--- src/hdl/palru_pkg.sv ---
`default_nettype none
package palru_pkg;

   localparam int FRAME_COUNT = 16;
   localparam int FRAME_W = 4;
   localparam int PAGE_UNITS = 4;
   localparam int OFF_W = 2;
   localparam int PROC_SLOTS = 16;
   localparam int SLOT_W = 4;
   localparam int PAGES_PER_PROC = 16;
   localparam int PAGE_W = 4;
   localparam int PT_DEPTH = PROC_SLOTS * PAGES_PER_PROC;
   localparam int PT_AW = SLOT_W + PAGE_W;
   localparam int CNT_W = 32;

   localparam logic [1:0] CMD_ALLOC = 2'd0;
   localparam logic [1:0] CMD_FREE  = 2'd1;
   localparam logic [1:0] CMD_XLATE = 2'd2;

   typedef struct packed {
      logic [1:0] cmd;
      logic [3:0] proc_id;
      logic [6:0] alloc_size;
      logic [7:0] logical_addr;
   } req_type;

   typedef struct packed {
      logic [5:0]       phys_addr;
      logic             fault;
      logic [4:0]       evicted_now;
      logic [CNT_W-1:0] alloc_total;
      logic [CNT_W-1:0] fault_total;
      logic [CNT_W-1:0] evict_total;
      logic [CNT_W-1:0] frag_total;
   } rsp_type;

   typedef struct packed {
      logic [FRAME_W-1:0] frame;
      logic [CNT_W-1:0]   last;
   } pt_entry_type;

   typedef struct packed {
      logic load;
      logic alloc_end;
      logic scan_read;
      logic scan_cmp;
      logic evict;
      logic map;
      logic free_read;
      logic free_upd;
      logic tr_read;
      logic tr_upd;
      logic finish;
   } dp_cmd_type;

   typedef struct packed {
      logic [1:0] cmd;
      logic       pages_done;
      logic       free_avail;
      logic       scan_last;
      logic       page_last;
      logic       tr_hit;
      logic       rsp_hold;
   } dp_status_type;

   function automatic logic [CNT_W-1:0] sat_inc(input logic [CNT_W-1:0] a);
      return (&a) ? a : a + CNT_W'(1);
   endfunction

   function automatic logic [CNT_W-1:0] sat_add(input logic [CNT_W-1:0] a,
                                                input logic [CNT_W-1:0] b);
      logic [CNT_W:0] s;
      s = {1'b0, a} + {1'b0, b};
      return s[CNT_W] ? {CNT_W{1'b1}} : s[CNT_W-1:0];
   endfunction

endpackage
`default_nettype wire

--- src/hdl/palru_ctrl.sv ---
`default_nettype none
module palru_ctrl (
   input  wire logic                    clock,
   input  wire logic                    reset,
   input  wire logic                    req_valid,
   output logic                         req_ready,
   input  wire palru_pkg::dp_status_type st,
   output palru_pkg::dp_cmd_type        cmd
);

   localparam logic [3:0] S_IDLE       = 4'd0;
   localparam logic [3:0] S_DISPATCH   = 4'd1;
   localparam logic [3:0] S_ALLOC_PAGE = 4'd2;
   localparam logic [3:0] S_SCAN_RD    = 4'd3;
   localparam logic [3:0] S_SCAN_CMP   = 4'd4;
   localparam logic [3:0] S_EVICT      = 4'd5;
   localparam logic [3:0] S_MAP        = 4'd6;
   localparam logic [3:0] S_FREE_RD    = 4'd7;
   localparam logic [3:0] S_FREE_UPD   = 4'd8;
   localparam logic [3:0] S_TR_RD      = 4'd9;
   localparam logic [3:0] S_TR_UPD     = 4'd10;
   localparam logic [3:0] S_FINISH     = 4'd11;

   logic [3:0] state_ff, state_in;

   always_comb begin
      state_in = state_ff;
      cmd = '0;
      req_ready = 1'b0;
      unique case (state_ff)
         S_IDLE: begin
            req_ready = 1'b1;
            if (req_valid) begin
               cmd.load = 1'b1;
               state_in = S_DISPATCH;
            end
         end
         S_DISPATCH: begin
            unique case (st.cmd)
               palru_pkg::CMD_ALLOC: state_in = S_ALLOC_PAGE;
               palru_pkg::CMD_FREE:  state_in = S_FREE_RD;
               palru_pkg::CMD_XLATE: state_in = S_TR_RD;
               default:              state_in = S_FINISH;
            endcase
         end
         S_ALLOC_PAGE: begin
            priority if (st.pages_done) begin
               cmd.alloc_end = 1'b1;
               state_in = S_FINISH;
            end else if (st.free_avail) begin
               state_in = S_MAP;
            end else begin
               state_in = S_SCAN_RD;
            end
         end
         S_SCAN_RD: begin
            cmd.scan_read = 1'b1;
            state_in = S_SCAN_CMP;
         end
         S_SCAN_CMP: begin
            cmd.scan_cmp = 1'b1;
            state_in = st.scan_last ? S_EVICT : S_SCAN_RD;
         end
         S_EVICT: begin
            cmd.evict = 1'b1;
            state_in = S_MAP;
         end
         S_MAP: begin
            cmd.map = 1'b1;
            state_in = S_ALLOC_PAGE;
         end
         S_FREE_RD: begin
            cmd.free_read = 1'b1;
            state_in = S_FREE_UPD;
         end
         S_FREE_UPD: begin
            cmd.free_upd = 1'b1;
            state_in = st.page_last ? S_FINISH : S_FREE_RD;
         end
         S_TR_RD: begin
            cmd.tr_read = 1'b1;
            state_in = st.tr_hit ? S_TR_UPD : S_FINISH;
         end
         S_TR_UPD: begin
            cmd.tr_upd = 1'b1;
            state_in = S_FINISH;
         end
         S_FINISH: begin
            if (!st.rsp_hold) begin
               cmd.finish = 1'b1;
               state_in = S_IDLE;
            end
         end
         default: state_in = S_IDLE;
      endcase
   end

   always_ff @(posedge clock) begin
      if (reset) begin
         state_ff <= S_IDLE;
      end else begin
         state_ff <= state_in;
      end
   end

endmodule
`default_nettype wire

--- config.mk ---
export PLATFORM = sky130hd
export DESIGN_NAME = palru_ctrl
export DESIGN_NICKNAME = d
export VERILOG_FILES = /design/src/hdl/palru_pkg.sv /design/src/hdl/palru_ctrl.sv
export SDC_FILE = /design/constraint.sdc
export NUM_CORES = 1
export LEC_CHECK = 0
export BUFFER_PORTS_ARGS = -buffer_cell sky130_fd_sc_hd__buf_2
export CORE_MARGIN = 1.5
export CORE_UTILIZATION = 40
export DETAILED_ROUTE_END_ITERATION = 12
export GPL_ROUTABILITY_DRIVEN = 0
export MAX_ROUTING_LAYER = met4
export PLACE_DENSITY = 0.83
export SLEW_MARGIN = 20
export SYNTH_ARGS = -nofsm -noshare
export SYNTH_HDL_FRONTEND = slang
export SYNTH_SLANG_ARGS = --single-unit
--- constraint.sdc ---
create_clock -name clock -period 1.24 [get_ports clock]
set_input_delay 0.372 -clock clock [delete_from_list [all_inputs] [get_ports clock]]
set_output_delay 0.372 -clock clock [all_outputs]
set_load 0.05 [all_outputs]
==> results of run 1 <==
## what timing repair did
action / 4_1_cts
resized for setup: 41
setup endpoints to repair: 16
pin swaps: 8
setup buffers: 7
## cell families after synthesis
kind of cell    count (synthesis)  synth area share, %
flops                           4                 15.0
compound gates                 16                 23.7
xor+xnor                        1                 1.64
mux                             1                 1.87
simple gates                   40                 47.5
buf+inv                         8                 10.3
## through the flow
| stage | cell area [sq um] | worst slack (ns) | hold slack [ns] | cells |
|---|---|---|---|---|
| detailed placement | 868 | -0.262 | 0.670 | 118 |
| CTS | 1090 | -0.388 | 0.421 | 128 |
| floorplan | 661 | -0.554 | 0.434 | 70 |
| global placement | 868 | -0.247 | 0.671 | 118 |
==> qor.csv, run 1 <==
metric,value,unit
run status,did not finish,
Failed at,5_1_grt,
first error,[ERROR DPL-0033] detailed placement checks failed during check placement.,
Die Wd,39.5,um
most common cell in the netlist,nor2_1,
worst endpoint after global-route timing repair,cmd[10],
TritonCTS Buffers,3,
Synth area leader,dfxtp_1,
CTS Buffer Depth,2,
Synth Warn #,0,
share of the synthesized area in the top cell type,15.0,%
hold_buf cts,0,
Post-Syn Area,534,sq um
top post-synthesis cells by area,"dfxtp_1 15%, nor2_1 7.0%, nand2b_1 5.9%",
"FFs w/ async S/R, synth",0,%
"Seq/Total Area, Yosys",15.0,%
Cell variety after synth,38,
Syn Inst Count,70,
Mean Syn Cell Area,7.63,sq um
Die H,39.5,um
Worst End Pin Type,top-level output,
H-tree depth,1,
Syn Nets,81,
"top cells by count, synth","10 x nor2_1, 6 x nor3_1, 5 x a21oi_1, 5 x nand2b_1, 4 x dfxtp_1",
num rows,12,
Initial Utilization,45.6,%
main flop type after synthesis,dfxtp_1,
CTS Root Buffer Type,clkbuf_4,
largest net degree at the start of global routing,11,
"EDFF count, synth",0,
post-DP HPWL,1390,um
clock sink total,4,
IO buf count,22,
"flops & latches, synth",4,
initial antenna violation count,0,
IO Pins,23,
==> run 2, diff against run 1 <==
- CORE_AREA: unset -> 2 2 63 65
- CORE_MARGIN: 1.5 -> unset
- CORE_UTILIZATION: 40 -> unset
- DIE_AREA: unset -> 0 0 65 67
- MAX_ROUTING_LAYER: met4 -> unset
- PLACE_DENSITY: 0.83 -> unset
- PLACE_DENSITY_LB_ADDON: unset -> 0.15
- clock period: 1.24 -> 1.6 ns (I/O delays scaled with it)
==> run 2 against run 1 <==
The flow now finishes, with violations (setup timing); synthesized area unchanged; synthesized cell count unchanged.
==> qor.csv, run 2 <==
metric,value,unit
clock sink total,4,
Top reg by flops,state_ff,
clock power share,9.9,%
worst min path class,input pin to flip-flop,
CTS Root Buffer Type,clkbuf_8,
first-pass GRT wire length,3170,um
CP Data Arrival Time,1.24,ns
# diodes,0,
via/cell ratio,4.11,
"FFs w/ async S/R, synth",0,%
vias in the first global route,686,
startpoint types,flip-flop,
final total power,2.08,mW
Sw Ratio,46.4,%
IO Pins,23,
Hold Fails Final Rpt,0,
M3 GR Usage,3.04,%
WS Path Type,flip-flop to primary output,
Max Clock Freq,582,MHz
Synth area leader,dfxtp_1,
Core Area,3610,sq um
Synth Warn #,0,
Die ar.,4360,sq um
Tmin final,1.72,ns
final hold slack,0.523,ns
Final setup viols,10,
layout cells sized above 1,70.2,%
M1 GR Usage,12.3,%
CTS Buffer Depth,2,
Residual DRC,0,
Syn Nets,81,
most common cell in the netlist,nor2_1,
setup TNS,-0.501,ns
"top cells by count, synth","10 x nor2_1, 6 x nor3_1, 5 x a21oi_1, 5 x nand2b_1, 4 x dfxtp_1",
largest net degree at the start of global routing,10,
main flop type after synthesis,dfxtp_1,
Syn Inst Count,70,
Worst-path clk slew,0.03,ns
placed cell area,877,sq um
WP data required,1.12,ns
initial antenna violation count,0,
initial drt markers,16,
post-DP HPWL,1510,um
Cell Int Power,1.12,mW
Final WS setup,-0.117,ns
total grt overflow,0,
Mean Syn Cell Area,7.63,sq um
CP endpoint kind,primary output,
Max Cap Violations,0,
RSZ-0062 raised after global routing,yes,
slew of the pin with the lowest slew margin,0.313,ns
"flops & latches, synth",4,
top post-synthesis cells by area,"dfxtp_1 15%, nor2_1 7.0%, nand2b_1 5.9%",
Initial Utilization,14.8,%
register share of total power,11.4,%
via count,666,
Tcrit/Tclk final,107,%
Routed WL,1950,um
antenna-violating nets left,0,
TritonRoute pass-1 iters,4,
Max IR drop VDD,0.444,mV
CTS tree,done,
worst-path fanout max,4,
Post-Syn Area,534,sq um
met2 Use GR,16.2,%
finished layout cell area,1120,sq um
"Slew Viols, Final",0,
combinational power share,78.8,%
Rel. slew slack,79.0,%
pwr dens,1850,nW/um^2
"EDFF count, synth",0,
share of the synthesized area in the top cell type,15.0,%
"most common cell after layout, fill and taps aside",buf_4,
Cell variety after synth,38,
Fin Clk Skew,0.000116,ns
Die H,67,um
Die Wd,65,um
fill count,387,
Psw,965,uW
"Seq/Total Area, Yosys",15.0,%
Area growth syn-to-layout,110,%
run status,finished with violations,
TritonCTS Buffers,3,
top flop regs,state_ff x4,
Worst-Skew Late Latency,0.21,ns
hold_buf cts,0,
failing checks,setup timing,
Total GRT Usage,9.58,%
most frequent cells in the layout,"23 x buf_4, 10 x buf_2, 10 x buf_6",
IO buf count,22,
drt wl/cell,12.0,um
H-tree depth,1,
num rows,22,
max FFs per register,4,
final net count,127,
Leak Pwr,0.479,nW
global route hottest layer,met2,
[run 2: layer usage]
metal  wire length, um  vias to the layer above
li1                  -                      342
met1               967                      305
met2               892                       19
met3                86                        0
met4                 0                        0
met5                 0                        -
[run 2: kinds of logic after synthesis]
kind of cell           share of synthesized area, %
XOR/XNOR                                       1.64
AND/OR/NAND/NOR                                47.5
flip-flops                                     15.0
multiplexers                                   1.87
buffers and inverters                          10.3
AO/OA/AOI/OAI                                  23.7
[run 2: metrics by stage]
step | worst slack [ns] | cells | utilization, %
floorplan | -0.303 | 70 | -
global placement | -0.0674 | 151 | 24.3
detailed placement | -0.0394 | 151 | 24.3
CTS | -0.114 | 162 | 31.0
global route | -0.155 | 162 | 31.2
finish | -0.117 | 162 | 31.2
[run 2: final cells by class]
class                   count  area (sq um)  area share [%]
multi-input cells          58           527            46.9
inverters                   2          7.51           0.668
repair buffers             47           395            35.2
clock buffers               3          41.3            3.67
well taps                  48          60.1            5.35
flip-flops and latches      4          92.6            8.24
[run 2: repair_timing]
item,CTS,global route
gates cloned,0,0
gates resized for setup,40,3
endpoints found under the hold margin,0,0
buffers inserted,8,0
endpoints found under the setup margin,12,12
pin swaps,6,0
[run 2: worst paths after layout]
path              depth (start not counted)          end        start  slack (ns)
setup / recovery                          4      cmd[10]  state_ff[2]       -0.12
hold / removal                            2  state_ff[1]        reset        0.52
setup reg to reg                          7  state_ff[2]  state_ff[1]        0.07
hold reg to reg                           3  state_ff[0]  state_ff[3]        0.74
[run 2: power by group through the flow]
stage                     Sequential, mW  Combinational (mW)  Clock, mW
after floorplan                    0.197               0.976          0
after global placement             0.223                1.32          0
after detailed placement           0.217                1.31          0
after CTS                          0.232                1.64      0.213
after global routing               0.243                1.75      0.222
final                              0.236                1.64      0.205
[run 2: worst max-delay path: stages, from the launching register on]
cell     delay [ns]
dfxtp_2        0.31
buf_6          0.12
nor4_4         0.27
and2_4         0.19
buf_8          0.14
Note: power is estimated with default switching activity, not from simulation.
==> run 3, diff against run 2 <==
- CTS_BUF_LIST: unset -> sky130_fd_sc_hd__clkbuf_2 sky130_fd_sc_hd__clkbuf_4 sky130_fd_sc_hd__clkbuf_8
- SKIP_LAST_GASP: unset -> 1
==> run 3 against run 2 <==
The run still ends with setup timing left; clock skew stayed put; clock-buffer cell count stayed put; sequential cell count stayed put; sequential share of layout area stayed put; via count stayed put; non-clock buffer count stayed put; worst setup slack hardly changed; power hardly changed; wire length is 0.41% higher; hold slack stayed put; clock power hardly changed; final cell count stayed put; largest power group unchanged.
==> qor.csv, run 3 (synthesis results as in run 2) <==
metric,value,unit
Initial Utilization,14.8,%
fill count,387,
Tcrit/Tclk final,107,%
antenna-violating nets left,0,
"Slew Viols, Final",0,
hold wc startpoint,reset,
drt wl/cell,12.1,um
via/cell ratio,4.11,
WS Path Type,flip-flop to primary output,
most frequent cells in the layout,"23 x buf_4, 10 x buf_2, 10 x buf_6",
Worst-Skew Late Latency,0.21,ns
final total power,2.08,mW
IO Pins,23,
Multi-input gate area,527,sq um
Die ar.,4360,sq um
layout cells sized above 1,70.2,%
Rel. slew slack,79.0,%
Routed WL,1950,um
Top reg by flops,state_ff,
Die Wd,65,um
CTS Root Buffer Type,clkbuf_8,
startpoint types,flip-flop,
TritonRoute pass-1 iters,4,
largest net degree at the start of global routing,10,
via count,666,
Core Area,3610,sq um
WP data required,1.12,ns
initial antenna violation count,0,
CTS tree,done,
Final WS setup,-0.116,ns
slew of the pin with the lowest slew margin,0.313,ns
Final setup viols,10,
Die H,67,um
first-pass GRT wire length,3170,um
H-tree depth,1,
TritonCTS Buffers,3,
Fin Clk Skew,0.000116,ns
initial drt markers,18,
num rows,22,
CTS Buffer Depth,2,
max FFs per register,4,
dpl ws,-0.0394,ns
top flop regs,state_ff x4,
Max Cap Violations,0,
hold_buf cts,0,
final hold slack,0.523,ns
worst-path fanout max,4,
Hold Fails Final Rpt,0,
Tmin final,1.72,ns
FF/Latch Area,92.6,sq um
r2r startpoint,state_ff[1],
clock sink total,4,
failing checks,setup timing,
Total GRT Usage,9.58,%
placed cell area,877,sq um
Final Core Density,31.2,%
finished layout cell area,1120,sq um
Worst-path clk slew,0.03,ns
IO buf count,22,
Critical Path Source,state_ff[2],
Residual DRC,0,
vias in the first global route,686,
final net count,127,
Max IR drop VDD,0.441,mV
Leak Pwr,0.479,nW
Max Clock Freq,583,MHz
total grt overflow,0,
# diodes,0,
CP Data Arrival Time,1.24,ns
CP endpoint kind,primary output,
RSZ-0062 raised after global routing,yes,
post-DP HPWL,1510,um
"most common cell after layout, fill and taps aside",buf_4,
Area growth syn-to-layout,110,%
worst min path class,input pin to flip-flop,
pwr dens,1850,nW/um^2
run status,finished with violations,
[run 3: cell counts in the layout (fill, tap and decap cells not counted)]
No cell type changed its count.
[run 3: layout make-up]
class,instances,area share (%)
Multi-Input combinational cell,58,46.9
Timing Repair Buffer,47,35.2
Sequential cell,4,8.24
Tap cell,48,5.35
Clock buffer,3,3.67
Inverter,2,0.668
[run 3: report_power, final]
group | internal, mW | switching (mW) | leakage (nW)
Combinational | 0.796 | 0.844 | 0.422
Sequential | 0.160 | 0.0761 | 0.0353
Clock | 0.160 | 0.0456 | 0.0216
[run 3: worst paths after layout]
kind | end | slack [ns] | cells past startpoint
max | cmd[10] | -0.12 | 4
min | state_ff[1] | 0.52 | 2
max reg2reg | state_ff[2] | 0.07 | 7
min reg2reg | state_ff[0] | 0.74 | 3
[run 3: layer usage]
metal / up-vias / GRT usage (%) / share of wire [%]
met5: - / 0 / 0
met1: 305 / 12.3 / 49
li1: 342 / - / -
met2: 19 / 16.2 / 46
met3: 0 / 3.04 / 4.6
met4: 0 / 0.798 / 0
[run 3: timing repair]
| action | CTS | global route |
|---|---|---|
| pin swaps | 6 | 0 |
| gates resized for setup | 38 | 5 |
| gates cloned | 0 | 0 |
| setup endpoints to repair | 12 | 12 |
| setup buffers | 8 | 0 |
[run 3: critical path, cell delays in order (launching register included)]
cell     delay (ns)
dfxtp_2        0.31
buf_6          0.12
nor4_4         0.27
and2_4         0.19
buf_8          0.14
[run 3: per-stage QoR]
step	cells	setup TNS [ns]
3_5_place_dp	151	-0.0695
4_1_cts	162	-0.629
5_1_grt	162	-0.965
3_3_place_gp	151	-0.250
2_1_floorplan	70	-0.565
6_report	162	-0.501
